File: src/rtl/sdhl_pkg.sv
// Shared types and constants for the shot detect heat limiter.
package sdhl_pkg;

  localparam logic CMD_FRICTION = 1'b0;
  localparam logic CMD_TICK     = 1'b1;

  localparam logic [1:0] CFG_HEAT_LIMIT = 2'd0;
  localparam logic [1:0] CFG_COOL_RATE  = 2'd1;
  localparam logic [1:0] CFG_MIN_GAP    = 2'd2;

  localparam logic [16:0] ERR_LOW   = 17'd200;
  localparam logic [16:0] ERR_HIGH  = 17'd1000;
  localparam logic [16:0] SPEED_MIN = 17'd3000;

  localparam logic signed [15:0] GAP_MAX    = 16'sd32767;
  localparam logic signed [15:0] MODE_GUARD = -16'sd200;

  localparam logic [7:0]  PENDING_MAX  = 8'hFF;
  localparam logic [13:0] BULLET_MILLI = 14'd10000;
  localparam logic [9:0]  REF_SCALE    = 10'd1000;
  localparam logic [9:0]  THR_SCALE    = 10'd950;
  localparam logic [16:0] BULLET_HEAT  = 17'd10;

  localparam logic [15:0] HEAT_LIMIT_RESET = 16'd100;
  localparam logic [15:0] COOL_RESET       = 16'd10;
  localparam logic [14:0] MIN_GAP_RESET    = 15'd100;
  localparam logic [25:0] THR_RESET        = 26'd85500;

  typedef struct packed {
    logic              command;
    logic [9:0]        elapsed_ms;
    logic signed [15:0] speed_error;
    logic signed [15:0] wheel_speed;
    logic [2:0]        shoot_mode;
    logic              referee_fresh;
    logic [15:0]       referee_heat;
  } sdhl_item_t;

  typedef struct packed {
    logic        fire_allowed;
    logic [31:0] heat_milli;
    logic [31:0] shot_total;
  } sdhl_result_t;

  // pre-decoded request handed from the input stage to the update stage
  typedef struct packed {
    logic        command;
    logic [9:0]  elapsed_ms;
    logic [2:0]  shoot_mode;
    logic        shot_cond;
    logic        referee_fresh;
    logic [25:0] referee_milli;
    logic [25:0] cool_milli;
  } sdhl_prep_t;

endpackage

File: src/rtl/sdhl_in_stage.sv
// Input register: captures a request with its products and speed window check.
module sdhl_in_stage
  import sdhl_pkg::*;
(
  input  logic        clk,
  input  logic        rst,
  input  logic        item_valid,
  output logic        item_ready,
  input  sdhl_item_t  item,
  input  logic [15:0] cool_per_second,
  output logic        prep_valid,
  input  logic        prep_ready,
  output sdhl_prep_t  prep
);

  logic [16:0] err_abs;
  logic [16:0] spd_abs;
  logic [25:0] ref_prod;
  logic [25:0] cool_prod;
  sdhl_prep_t  prep_next;

  assign item_ready = !rst && (!prep_valid || prep_ready);

  assign err_abs = item.speed_error[15] ? (17'd0 - {1'b1, item.speed_error})
                                        : {1'b0, item.speed_error};
  assign spd_abs = item.wheel_speed[15] ? (17'd0 - {1'b1, item.wheel_speed})
                                        : {1'b0, item.wheel_speed};
  assign ref_prod  = item.referee_heat * REF_SCALE;
  assign cool_prod = cool_per_second * item.elapsed_ms;

  always_comb begin
    prep_next.command       = item.command;
    prep_next.elapsed_ms    = item.elapsed_ms;
    prep_next.shoot_mode    = item.shoot_mode;
    prep_next.shot_cond     = (err_abs > ERR_LOW) && (err_abs < ERR_HIGH)
                              && (spd_abs > SPEED_MIN);
    prep_next.referee_fresh = item.referee_fresh;
    prep_next.referee_milli = ref_prod;
    prep_next.cool_milli    = cool_prod;
  end

  always_ff @(posedge clk) begin
    if (rst) begin
      prep_valid <= 1'b0;
    end else if (item_ready) begin
      prep_valid <= item_valid;
    end
  end

  always_ff @(posedge clk) begin
    if (item_valid && item_ready) begin
      prep <= prep_next;
    end
  end

endmodule

File: src/rtl/sdhl_core.sv
// State update for shot counting and heat estimate, with the result register.
module sdhl_core
  import sdhl_pkg::*;
(
  input  logic         clk,
  input  logic         rst,
  input  logic         prep_valid,
  output logic         prep_ready,
  input  sdhl_prep_t   prep,
  input  logic [14:0]  min_shot_gap_ms,
  input  logic         thr_pos,
  input  logic [25:0]  thr_mag,
  output logic         result_valid,
  input  logic         result_ready,
  output sdhl_result_t result
);

  logic [2:0]         last_mode;
  logic signed [15:0] gap_counter_ms;
  logic [7:0]         pending_shots;
  logic [31:0]        total_shots;
  logic [31:0]        heat_estimate;
  logic               allowed_flag;

  logic [2:0]         last_mode_next;
  logic signed [15:0] gap_counter_ms_next;
  logic [7:0]         pending_shots_next;
  logic [31:0]        total_shots_next;
  logic [31:0]        heat_estimate_next;
  logic               allowed_flag_next;

  logic               adv;
  logic signed [16:0] gap_sum;
  logic signed [15:0] gap_sat;
  logic signed [15:0] gap_mode;
  logic               shot;
  logic [21:0]        pend_milli;
  logic signed [34:0] heat_sum;
  logic [31:0]        heat_clamp;

  assign prep_ready = !result_valid || result_ready;
  assign adv        = prep_valid && prep_ready;

  assign gap_sum  = {gap_counter_ms[15], gap_counter_ms} + $signed({7'd0, prep.elapsed_ms});
  assign gap_sat  = (gap_sum > 17'sd32767) ? GAP_MAX : gap_sum[15:0];
  assign gap_mode = (prep.shoot_mode != last_mode) ? MODE_GUARD : gap_sat;
  assign shot     = prep.shot_cond && (gap_mode > $signed({1'b0, min_shot_gap_ms}));

  assign pend_milli = pending_shots * BULLET_MILLI;
  assign heat_sum   = $signed({3'd0, heat_estimate}) + $signed({13'd0, pend_milli})
                      - $signed({9'd0, prep.cool_milli});

  always_comb begin
    if (heat_sum[34]) begin
      heat_clamp = 32'd0;
    end else if (heat_sum[33:32] != 2'd0) begin
      heat_clamp = 32'hFFFF_FFFF;
    end else begin
      heat_clamp = heat_sum[31:0];
    end
  end

  always_comb begin
    last_mode_next      = last_mode;
    gap_counter_ms_next = gap_counter_ms;
    pending_shots_next  = pending_shots;
    total_shots_next    = total_shots;
    heat_estimate_next  = heat_estimate;
    allowed_flag_next   = allowed_flag;
    if (prep.command == CMD_FRICTION) begin
      last_mode_next      = prep.shoot_mode;
      gap_counter_ms_next = gap_mode;
      if (shot) begin
        gap_counter_ms_next = 16'sd0;
        total_shots_next    = total_shots + 32'd1;
        if (pending_shots != PENDING_MAX) begin
          pending_shots_next = pending_shots + 8'd1;
        end
      end
    end else begin
      if (prep.referee_fresh) begin
        heat_estimate_next = {6'd0, prep.referee_milli};
      end else begin
        heat_estimate_next = heat_clamp;
        pending_shots_next = 8'd0;
      end
      allowed_flag_next = thr_pos && (heat_estimate_next < {6'd0, thr_mag});
    end
  end

  always_ff @(posedge clk) begin
    if (rst) begin
      last_mode      <= 3'd0;
      gap_counter_ms <= 16'sd0;
      pending_shots  <= 8'd0;
      total_shots    <= 32'd0;
      heat_estimate  <= 32'd0;
      allowed_flag   <= 1'b0;
      result_valid   <= 1'b0;
    end else begin
      if (prep_ready) begin
        result_valid <= prep_valid;
      end
      if (adv) begin
        last_mode      <= last_mode_next;
        gap_counter_ms <= gap_counter_ms_next;
        pending_shots  <= pending_shots_next;
        total_shots    <= total_shots_next;
        heat_estimate  <= heat_estimate_next;
        allowed_flag   <= allowed_flag_next;
      end
    end
  end

  always_ff @(posedge clk) begin
    if (adv) begin
      result.fire_allowed <= allowed_flag_next;
      result.heat_milli   <= heat_estimate_next;
      result.shot_total   <= total_shots_next;
    end
  end

`ifndef SYNTH
  a_pending_cleared: assert property (@(posedge clk) disable iff (rst)
    adv && prep.command == CMD_TICK && !prep.referee_fresh |=> pending_shots == 8'd0)
    else $error("pending shots not cleared by heat tick");

  a_gap_floor: assert property (@(posedge clk) disable iff (rst)
    gap_counter_ms >= MODE_GUARD)
    else $error("gap counter below mode guard");

  a_total_only_friction: assert property (@(posedge clk) disable iff (rst)
    !(adv && prep.command == CMD_FRICTION) |=> $stable(total_shots))
    else $error("shot total moved without friction sample");

  a_result_follows: assert property (@(posedge clk) disable iff (rst)
    adv |=> result_valid && result.shot_total == total_shots)
    else $error("result register out of step with state");
`endif

endmodule

File: src/rtl/shot_detect_heat_limiter.sv
// Shot detect and heat limiter top level: config registers and stage wiring.
// Pipeline: two register stages, the input register and the result register; a
// result becomes valid once its request has passed through both of them.
// Throughput: one request per cycle while results are taken; a stalled result
// fills the input register and then holds item_ready low until it is taken.
// Reset (rst, synchronous): counters, heat estimate and flags clear to zero,
// config registers return to heat limit 100, cooling 10/s, shot gap 100 ms.
module shot_detect_heat_limiter
  import sdhl_pkg::*;
(
  input  logic         clk,
  input  logic         rst,
  input  logic         item_valid,
  output logic         item_ready,
  input  sdhl_item_t   item,
  output logic         result_valid,
  input  logic         result_ready,
  output sdhl_result_t result,
  input  logic         cfg_valid,
  output logic         cfg_ready,
  input  logic [1:0]   cfg_index,
  input  logic [15:0]  cfg_data
);

  logic [15:0] cool_per_second;
  logic [14:0] min_shot_gap_ms;
  logic        thr_pos;
  logic [25:0] thr_mag;

  logic [16:0] limit_less;
  logic [25:0] thr_prod;

  logic        prep_valid;
  logic        prep_ready;
  sdhl_prep_t  prep;

  assign cfg_ready = !rst;

  // firing threshold 950 * (limit - 10), kept as sign and magnitude
  assign limit_less = {1'b0, cfg_data} - BULLET_HEAT;
  assign thr_prod   = limit_less[15:0] * THR_SCALE;

  always_ff @(posedge clk) begin
    if (rst) begin
      cool_per_second <= COOL_RESET;
      min_shot_gap_ms <= MIN_GAP_RESET;
      thr_pos         <= HEAT_LIMIT_RESET > BULLET_HEAT[15:0];
      thr_mag         <= THR_RESET;
    end else if (cfg_valid && cfg_ready) begin
      unique case (cfg_index)
        CFG_HEAT_LIMIT: begin
          thr_pos <= !limit_less[16] && (limit_less != 17'd0);
          thr_mag <= thr_prod;
        end
        CFG_COOL_RATE: begin
          cool_per_second <= cfg_data;
        end
        CFG_MIN_GAP: begin
          min_shot_gap_ms <= cfg_data[14:0];
        end
        default: begin
        end
      endcase
    end
  end

  sdhl_in_stage u_in_stage (
    .clk             (clk),
    .rst             (rst),
    .item_valid      (item_valid),
    .item_ready      (item_ready),
    .item            (item),
    .cool_per_second (cool_per_second),
    .prep_valid      (prep_valid),
    .prep_ready      (prep_ready),
    .prep            (prep)
  );

  sdhl_core u_core (
    .clk             (clk),
    .rst             (rst),
    .prep_valid      (prep_valid),
    .prep_ready      (prep_ready),
    .prep            (prep),
    .min_shot_gap_ms (min_shot_gap_ms),
    .thr_pos         (thr_pos),
    .thr_mag         (thr_mag),
    .result_valid    (result_valid),
    .result_ready    (result_ready),
    .result          (result)
  );

endmodule
File: config.mk
export PLATFORM = sky130hd
export DESIGN_NAME = shot_detect_heat_limiter
export DESIGN_NICKNAME = d
export VERILOG_FILES = /design/src/rtl/sdhl_pkg.sv /design/src/rtl/sdhl_in_stage.sv /design/src/rtl/sdhl_core.sv /design/src/rtl/shot_detect_heat_limiter.sv
export SDC_FILE = /design/constraint.sdc
export NUM_CORES = 1
export LEC_CHECK = 0
export ABC_AREA = 1
export BUFFER_PORTS_ARGS = -buffer_cell sky130_fd_sc_hd__buf_4
export CAP_MARGIN = 20
export CORE_UTILIZATION = 60
export CTS_CLUSTER_DIAMETER = 30
export DETAILED_ROUTE_END_ITERATION = 16
export GPL_ROUTABILITY_DRIVEN = 0
export HOLD_SLACK_MARGIN = 0.05
export PLACE_DENSITY = 0.78
export RECOVER_POWER = 50
export SETUP_SLACK_MARGIN = 0.3
export SKIP_LAST_GASP = 1
export SLEW_MARGIN = 25
export SYNTH_ARGS = -nofsm -noshare
export SYNTH_HDL_FRONTEND = slang
export SYNTH_SLANG_ARGS = --single-unit
File: constraint.sdc
create_clock -name clk -period 21.3 [get_ports clk]
set_input_delay 2.13 -clock clk [delete_from_list [all_inputs] [get_ports clk]]
set_output_delay 2.13 -clock clk [all_outputs]
set_load 0.02 [all_outputs]
# Yosys cells after proc, flatten, opt, wreduce, memory -nomap -nowiden
# Cells that the tools add are included.
# Widths: inputs -> output; s select.
# word_totals
regBits,281
latch_bits,0
ram_bits,0
romBits,0
output_inout_bits,68
word_cells,88
memories,0
# op_classes
addsub,8
mul,4
div_mod_pow,0
magnitude_cmp,6
eq_ne,5
shifts,0
muxes,17
bitwise_logic,1
reduce_logical,25
# ops
cell,n
$mux 32,7
$mux 16,3
$sub 35x27->35,1
$mux 17,2
$sub 1x17->17 const A,2
$add 32x22->33,1
$add 32x1->32 const B,1
$lt 32x26->1,1
$mux 8,4
$mul 16x10->26,1
$mul 16x9->25 const B,1
$mul 16x7->23 const B,1
$mul 8x10->18 const B,1
$add 16x11->17,1
$gt 17x12->1 const B,1
$gt 17x16->1 const B,1
$gt 17x8->1 const B,1
$lt 17x10->1 const B,1
$reduce_bool 17->1,1
$sub 16x4->17 const B,1
$gt 16x16->1,1
$logic_and 1x1->1,9
$add 8x1->8 const B,1
$ne 8x8->1 const B,1
12 further kinds,21

# Longest topological paths before layout
# Gate-level depths: netlist (run 1).
# depth
depth_word,11
depth_mapped,55
depth_no_buf,53

# By module
# A second synthesis (run 1) with hierarchy kept.
# unflattened
cells_unflattened,3806
hier_area_um2,29535.8
# by_module_without_submodules
module,instances,cells_each,area_each_um2,seq_area_each_um2
sdhl_core,1,1700,12547.0,3813.7
sdhl_in_stage,1,1271,10921.7,1971.9
shot_detect_heat_limiter,1,835,6067.1,1141.1

# Least setup slack after synthesis (run 1)
# OpenSTA, ideal clock, no wires.
# synth_timing
path_type,register to register
from,register u_core.pending_shots[3]
to,register u_core.allowed_flag
arrival_ns,7.847
t_required_ns,21.244
path_slack_ns,13.397
path_stages_with_launch,47
n_path_buf,2
path_cell_list,dfxtp_1 -> ha_1 -> ha_1 -> inv_1 -> fa_1 -> fa_1 -> fa_1 -> o21ai_0 -> a21oi_1 -> o21bai_1 -> a21oi_1 -> o21ai_0 -> a21o_1 -> a21oi_1 -> xor2_1 -> ha_1 -> nand2_1 -> nand2_1 -> [11 not listed] -> nand2_1 -> nand2_2 -> and2_4 -> buf_6 -> buf_6 -> nand2_2 -> a22o_4 -> ha_1 -> a21oi_1 -> nor2_1 -> a211oi_1 -> o221a_2 -> nand2_1 -> nand2_1 -> nand4_1 -> nand3_1 -> nand2_1 -> inv_1
# synth_via
elab_chain_len,11
# synth_lines
item,line_no,source
start: declaration,sdhl_core.sv:20,logic [7:0] pending_shots;
start signal: assignment,sdhl_core.sv:107,pending_shots <= pending_shots_next;
$mul 8x10->18 (*),sdhl_core.sv:49,assign pend_milli = pending_shots * BULLET_MILLI;
$add 32x22->33 (*),sdhl_core.sv:50,"assign heat_sum = $signed({3'd0, heat_estimate}) + $signed({13'd0, pend_milli})"
$sub 35x27->35 (*),sdhl_core.sv:51,"- $signed({9'd0, prep.cool_milli});"
$reduce_bool 2->1,sdhl_core.sv:56,end else if (heat_sum[33:32] != 2'd0) begin
$mux 32,sdhl_core.sv:56,
$mux 32 (*),sdhl_core.sv:54,if (heat_sum[34]) begin
$mux 32 (*),sdhl_core.sv:81,if (prep.referee_fresh) begin
$mux 32 (*),sdhl_core.sv:70,if (prep.command == CMD_FRICTION) begin
$lt 32x26->1 (*),sdhl_core.sv:87,"allowed_flag_next = thr_pos && (heat_estimate_next < {6'd0, thr_mag});"
$logic_and 1x1->1 (*),sdhl_core.sv:87,
$mux 1 (*),sdhl_core.sv:70,
end signal: assignment,sdhl_core.sv:110,allowed_flag <= allowed_flag_next;
end: declaration,sdhl_core.sv:23,logic allowed_flag;
# Every way passes the cells marked *; elsewhere a longest branch is shown, timed or not. The select of a mux whose other input is x is not followed.
# A chain may end at the register's enable or synchronous reset.

# Final worst setup path (run 1)
# Same ends and word-level chain as after synthesis.

==> results of run 1 <==
sequential cells by signal, summed over array words and instances, names as in the netlist:
name	flops
u_core.last_mode	3
u_core.total_shots	32
u_in_stage.prep	65
u_in_stage.prep_valid	1
min_shot_gap_ms	15
thr_mag	25
thr_pos	1
u_core.pending_shots	8
u_core.result_valid	1
u_core.allowed_flag	1
u_core.gap_counter_ms	16
u_core.heat_estimate	32
u_core.result	65
cool_per_second	16
cells in the mapped netlist, types with 3 or more instances:
| cell type | number |
|---|---|
| inv_1 | 679 |
| nand2_1 | 634 |
| ha_1 | 318 |
| a21oi_1 | 246 |
| fa_1 | 244 |
| nor2_1 | 203 |
| o21ai_0 | 174 |
| dfxtp_1 | 151 |
| edfxtp_1 | 130 |
| xor2_1 | 127 |
| clkbuf_1 | 78 |
| nand3_1 | 72 |
| xnor2_1 | 47 |
| nor3_1 | 36 |
| nand4_1 | 30 |
| o21ai_1 | 30 |
| a211oi_1 | 27 |
| nand2_2 | 22 |
| o211ai_1 | 17 |
| a22o_1 | 15 |
| nor4_1 | 14 |
| a31oi_1 | 12 |
| o21ai_2 | 11 |
| o21bai_1 | 11 |
| nor2_2 | 10 |
| buf_2 | 9 |
| a21o_1 | 6 |
| inv_2 | 6 |
| a22o_4 | 5 |
| buf_1 | 5 |
| nand3b_1 | 5 |
| nor3_2 | 5 |
| or2_2 | 5 |
| a21boi_0 | 4 |
| buf_4 | 4 |
| o31ai_1 | 4 |
| a211oi_2 | 3 |
| buf_6 | 3 |
| o221ai_1 | 3 |
through the flow:
stage	instance area (um^2)	setup slack, ps	power (mW)	utilization (%)	hold slack, ps
floorplan	28180	13400	1.672	-	435.3
global placement	29780	12760	1.938	64.11	452.4
detailed placement	29780	12550	1.967	64.11	461.4
CTS	32140	12500	3.035	69.19	465.9
global route	31810	11680	3.241	68.46	494.0
finish	31810	12300	3.017	68.46	460.9
layer usage:
| layer | global-route usage, % | part of all wire, % | vias to the layer above |
|---|---|---|---|
| li1 | - | - | 11310 |
| met1 | 37.42 | 42 | 10950 |
| met2 | 50.76 | 48 | 748 |
| met3 | 3.953 | 6.4 | 138 |
| met4 | 11.57 | 3.4 | 2 |
| met5 | 0 | 0.018 | - |
cell usage in the layout (no fill, tap or decap), types with 73 or more instances in the layout:
cell	instances
edfxtp_1	130
inv_1	678
ha_1	318
fa_1	244
a21oi_1	246
nand2_1	634
dfxtp_1	151
clkbuf_16	73
xor2_1	127
buf_4	73
o21ai_0	174
clkbuf_1	96
nor2_1	201
critical path, delay by kind of cell (launching register included):
family	cells	cell delay, ps
xor gates and xnor gates	2	300
and+or+nand+nor	19	2500
AOI/OAI and AO/OA	13	2360
buffers and inverters	3	140
DFF	1	520
adders and majority gates	8	3040
logic make-up after synthesis:
logic type | after synthesis | synth area share (%)
adders and majority gates | 562 | 31.45
xor gates and xnor gates | 175 | 5.466
AOI/OAI and AO/OA | 587 | 12.07
and+or+nand+nor | 1054 | 15.78
DFF | 281 | 24.58
buffers and inverters | 786 | 10.64
worst paths after layout:
path / to / from / depth (start not counted)
worst min-delay path: min_shot_gap_ms[11] / min_shot_gap_ms[11] / 2
worst max-delay path: u_core.allowed_flag / u_core.pending_shots[3] / 45
worst min register to register: min_shot_gap_ms[11] / min_shot_gap_ms[11] / 2
worst max register to register: u_core.allowed_flag / u_core.pending_shots[3] / 45
power groups by stage:
stage          sequential [mW]  clock [mW]  combinational [mW]
2_1_floorplan            0.684           0               0.987
5_1_grt                  0.689        1.09                1.46
6_report                 0.686        1.05                1.28
4_1_cts                  0.684        1.06                1.29
3_5_place_dp             0.693           0                1.27
3_3_place_gp             0.693           0                1.25
area by class of cell:
type	instances	area (um^2)
multi-input cells	2378	18270
fillers	3782	14650
flip-flops and latches	281	6927
inverters	687	2579
clock buffers	89	1947
repair buffers	165	915.9
well taps	607	759.5
clock inverters	35	410.4
==> flow_summary.json, run 1 <==
{
  "p_comb_share_pct": 42.4,
  "violations": "max-capacitance violations, max-slew violations",
  "cts_hold_buf": 0,
  "finalNonFillerCells": 4242,
  "gr-total-overflow": 0,
  "synth_flop_cell": "dfxtp_1",
  "yosys_register_bits": 281,
  "h-tree-depth": 3,
  "synth_top_cells_by_area": "fa_1 (17%), ha_1 (14%), edfxtp_1 (14%), dfxtp_1 (11%), inv_1 (9.0%)",
  "r2r_slack_ps": 12300,
  "ios": 154,
  "max_stage_delay_ps": 530,
  "vias": 23140,
  "cts_tree": "built",
  "crit_fanout": 29,
  "synth.net_count": 4093,
  "synth_cell_types": 67,
  "die_w_um": 218.7,
  "cts_max_path_buffers": 3,
  "drive_gt1_share_pct": 7.675,
  "power_density_nw_per_um2": 94.86,
  "ant_nets": 0,
  "dp_hpwl_um": 52250,
  "intPower_mw": 1.887,
  "p_clk_share_pct": 34.9,
  "clock.fmax_ghz": 0.1112,
  "arrival_ps": 9480,
  "via_per_inst": 5.456,
  "grt_pass1_wl_um": 112400,
  "antenna_found_initial": 1,
  "synth_area_leader_cell": "fa_1",
  "max_slew.worst_pin.slew_ps": 4329,
  "final_nets": 4228,
  "dp.cells": 4118,
  "setup_viol": 0,
  "avgSynthCellArea_um2": 8.180,
  "port-buffer-count": 153,
  "clk_latency_ps": 600,
  "drcViolationCount": 0,
  "slew_headroom_pct": -188.6,
  "critPathMostFrequentCell": "nand2_1",
  "synthCells": 3445,
  "track_usage_pct": 29.50,
  "post_cts_resized": 0,
  "hold_viol_final": 0,
  "synth_top_area_share_pct": 17.33,
  "worstSetupEndpointType": "flop",
  "period_share_pct": 42.23,
  "grt_pass1_vias": 22980,
  "diodes": 0,
  "clock_sinks": 281,
  "fin_skew_ps": 27.64,
  "finalCriticalPeriod_ps": 8996,
  "numCtsBuffers": 67,
  "criticalPathCategory": "reg2reg",
  "postCtsSetupRepairBufs": 0,
  "grt_setup_unrepaired": "false",
  "core_region_area_um2": 46460,
  "p_leak_nw": 16.25,
  "switchingPower_mw": 1.131,
  "hp-class": "reg2reg",
  "synth_area_um2": 28180,
  "drt-initial-drc-count": 1659,
  "crit_required_ps": 21790,
  "dr.pass1.iters": 7,
  "start_kind": "flop",
  "slew_viol_final": 365,
  "start_util_pct": 60.66,
  "synth_seq_area_share_pct": 24.58,
  "syn_to_final_growth_pct": 12.87,
  "sw_frac_of_total_pct": 37.48,
  "power.share.sequential_pct": 22.7,
  "tns_ps": 0,
  "die_h_um": 218.7,
  "outcome": "finished, violations left",
  "wire_per_inst_um": 16.15,
  "ys_warn_count": 0,
  "synth-edff-count": 130,
  "rows": 79,
  "drv_cap": 5,
  "totalWireLength_um": 68510,
  "crit_slowest_cell": "fa_1",
  "synth-async-reset-ratio_pct": 0,
  "root_buffer": "clkbuf_16",
  "grt_max_degree": 86,
  "vdd_ir_drop_max_mv": 0.07023,
  "clk_pin_slew_ps": 50,
  "dieArea_um2": 47840
}
Power figures use the tool's default switching activity.
==> run 2: changes to the inputs <==
==> constraint.sdc (replaced) <==
create_clock -name clk -period 8.3 [get_ports clk]
set_input_delay 0.83 -clock clk [delete_from_list [all_inputs] [get_ports clk]]
set_output_delay 0.83 -clock clk [all_outputs]
set_load 0.02 [all_outputs]
==> run 2 against run 1 <==
  * The run still ends with max-capacitance violations, max-slew violations left
  * Register-to-register slack got worse by 12000 ps
  * Clock skew rose by 4.1 ps
  * Die area did not move
  * Final area rose by 3.1%
  * Worst setup slack got worse by 12000 ps
  * Via count rose by 3.5%
  * Power rose to 2.6 times the previous value
  * Largest power group unchanged
  * Fmax rose by 10%
  * Non-clock buffer count rose by 59
  * Flip-flop and latch count did not move
  * Critical endpoint unchanged
  * Sequential share of layout area fell by 0.62 points
  * Sequential power rose to 2.6 times the previous value
==> flow_summary.json, run 2 (same netlist as run 1, synthesis figures left out) <==
{
  "crit_slowest_cell": "fa_2",
  "cts_max_path_buffers": 3,
  "power.total_mw": 7.780,
  "setup_viol": 0,
  "worstSetupEndpointType": "flop",
  "fillers": 3570,
  "start_util_pct": 60.66,
  "gr-total-overflow": 0,
  "die_w_um": 218.7,
  "grt_max_degree": 100,
  "reg_top3": "u_core.result x65, u_in_stage.prep x65",
  "drive_gt1_share_pct": 11.69,
  "drcViolationCount": 0,
  "start_kind": "flop",
  "track_usage_pct": 30.10,
  "clk_latency_ps": 590,
  "die_h_um": 218.7,
  "final_area_um2": 32790,
  "via_per_inst": 5.569,
  "critPathBufInv": 6,
  "totalWireLength_um": 72400,
  "syn_to_final_growth_pct": 16.36,
  "numCtsBuffers": 67,
  "crit_required_ps": 8790,
  "slew_headroom_pct": -170.7,
  "ant_nets": 0,
  "criticalPathCategory": "reg2reg",
  "antenna_found_initial": 0,
  "dpl_cell_area_um2": 29900,
  "period_share_pct": 98.36,
  "power_density_nw_per_um2": 237.3,
  "layout_common_cells": "inv_1 (673), nand2_1 (617), ha_1 (294), fa_1 (242), a21oi_1 (230)",
  "vias": 23960,
  "clk_pin_slew_ps": 50,
  "clock.fmax_ghz": 0.1225,
  "core_region_area_um2": 46460,
  "grt_pass1_vias": 23290,
  "cts_tree": "built",
  "grt_setup_unrepaired": "true",
  "port-buffer-count": 153,
  "h-tree-depth": 3,
  "crit_fanout": 6,
  "critPathMostFrequentCell": "nand2_1",
  "fin_skew_ps": 31.76,
  "grt_pass1_wl_um": 114300,
  "whs_ps": 438.5,
  "wire_per_inst_um": 16.83,
  "violations": "max-capacitance violations, max-slew violations",
  "dp.cells": 4133,
  "dp_hpwl_um": 53320,
  "final_nets": 4290,
  "max_slew.worst_pin.slew_ps": 4060,
  "finalCriticalPeriod_ps": 8164,
  "ios": 154,
  "path_delay_family": "adder cells",
  "rows": 79,
  "max_stage_delay_ps": 600,
  "hold_viol_final": 0,
  "finalNonFillerCells": 4303,
  "drv_cap": 3,
  "tns_ps": 0,
  "drt-initial-drc-count": 2074,
  "dieArea_um2": 47840,
  "slew_viol_final": 214,
  "clock_sinks": 281,
  "outcome": "finished, violations left",
  "dr.pass1.iters": 9,
  "vdd_ir_drop_max_mv": 0.1961,
  "root_buffer": "clkbuf_16",
  "arrival_ps": 8650,
  "layout_commonest_cell": "inv_1",
  "hp-class": "in2reg",
  "diodes": 0,
  "p_leak_nw": 16.57
}
==> run 2: cell count changes in the layout (fill, tap and decap cells not counted), moves of 13 or more <==
| cell | delta |
|---|---|
| buf_4 | +55 |
| ha_1 | -24 |
| ha_4 | +20 |
| nand2_1 | -17 |
| a21oi_1 | -16 |
| a21oi_2 | +14 |
| nand2_2 | +13 |
==> run 2: repair_timing <==
action	CTS	global route
buffers inserted	17	27
hold buffers	0	0
gates cloned	2	1
setup endpoints to repair	2	23
pin swaps	18	85
hold endpoints to repair	0	0
resized for setup	20	112
==> run 2: cell type report <==
| cell class | instances | area [um^2] | share of cell area, % |
|---|---|---|---|
| Clock inverter | 34 | 349.1 | 1.065 |
| Tap cell | 607 | 759.5 | 2.316 |
| Inverter | 687 | 2581 | 7.872 |
| Sequential cell | 281 | 6937 | 21.16 |
| Multi-Input combinational cell | 2381 | 18870 | 57.56 |
| Clock buffer | 89 | 1904 | 5.808 |
| Timing Repair Buffer | 224 | 1385 | 4.224 |
==> run 2: where the power goes <==
| part | switching, mW | leakage (nW) | internal (mW) | total [mW] |
|---|---|---|---|---|
| sequential | 0.101 | 2.48 | 1.67 | 1.77 |
| clock | 0.830 | 1.09 | 1.74 | 2.57 |
| combinational | 2.04 | 13.0 | 1.40 | 3.44 |
==> run 2: worst paths after layout <==
path                                       endpoint                    start  cells past startpoint  slack, ps
worst max-delay path            u_core.allowed_flag  u_core.pending_shots[3]                     49        140
worst min-delay path            u_in_stage.prep[54]                 item[17]                      1        440
worst max register to register  u_core.allowed_flag  u_core.pending_shots[3]                     49        140
worst min register to register   min_shot_gap_ms[3]       min_shot_gap_ms[3]                      2        470
==> run 2: through the flow <==
stage | setup slack, ps | util, %
after CTS | 306.3 | 69.66
after global routing | -423.7 | 70.58
after detailed placement | -165.5 | 64.35
final | 136.2 | 70.58
after floorplan | 396.8 | -
after global placement | 37.85 | 64.35
==> run 2: per-layer routing <==
metal	vias to the layer above	global-route usage, %	share of wire [%]
li1	11440	-	-
met1	11230	37.26	40
met2	1042	51.75	48
met3	249	4.509	7.4
met4	0	13.47	5.1
met5	-	0	0
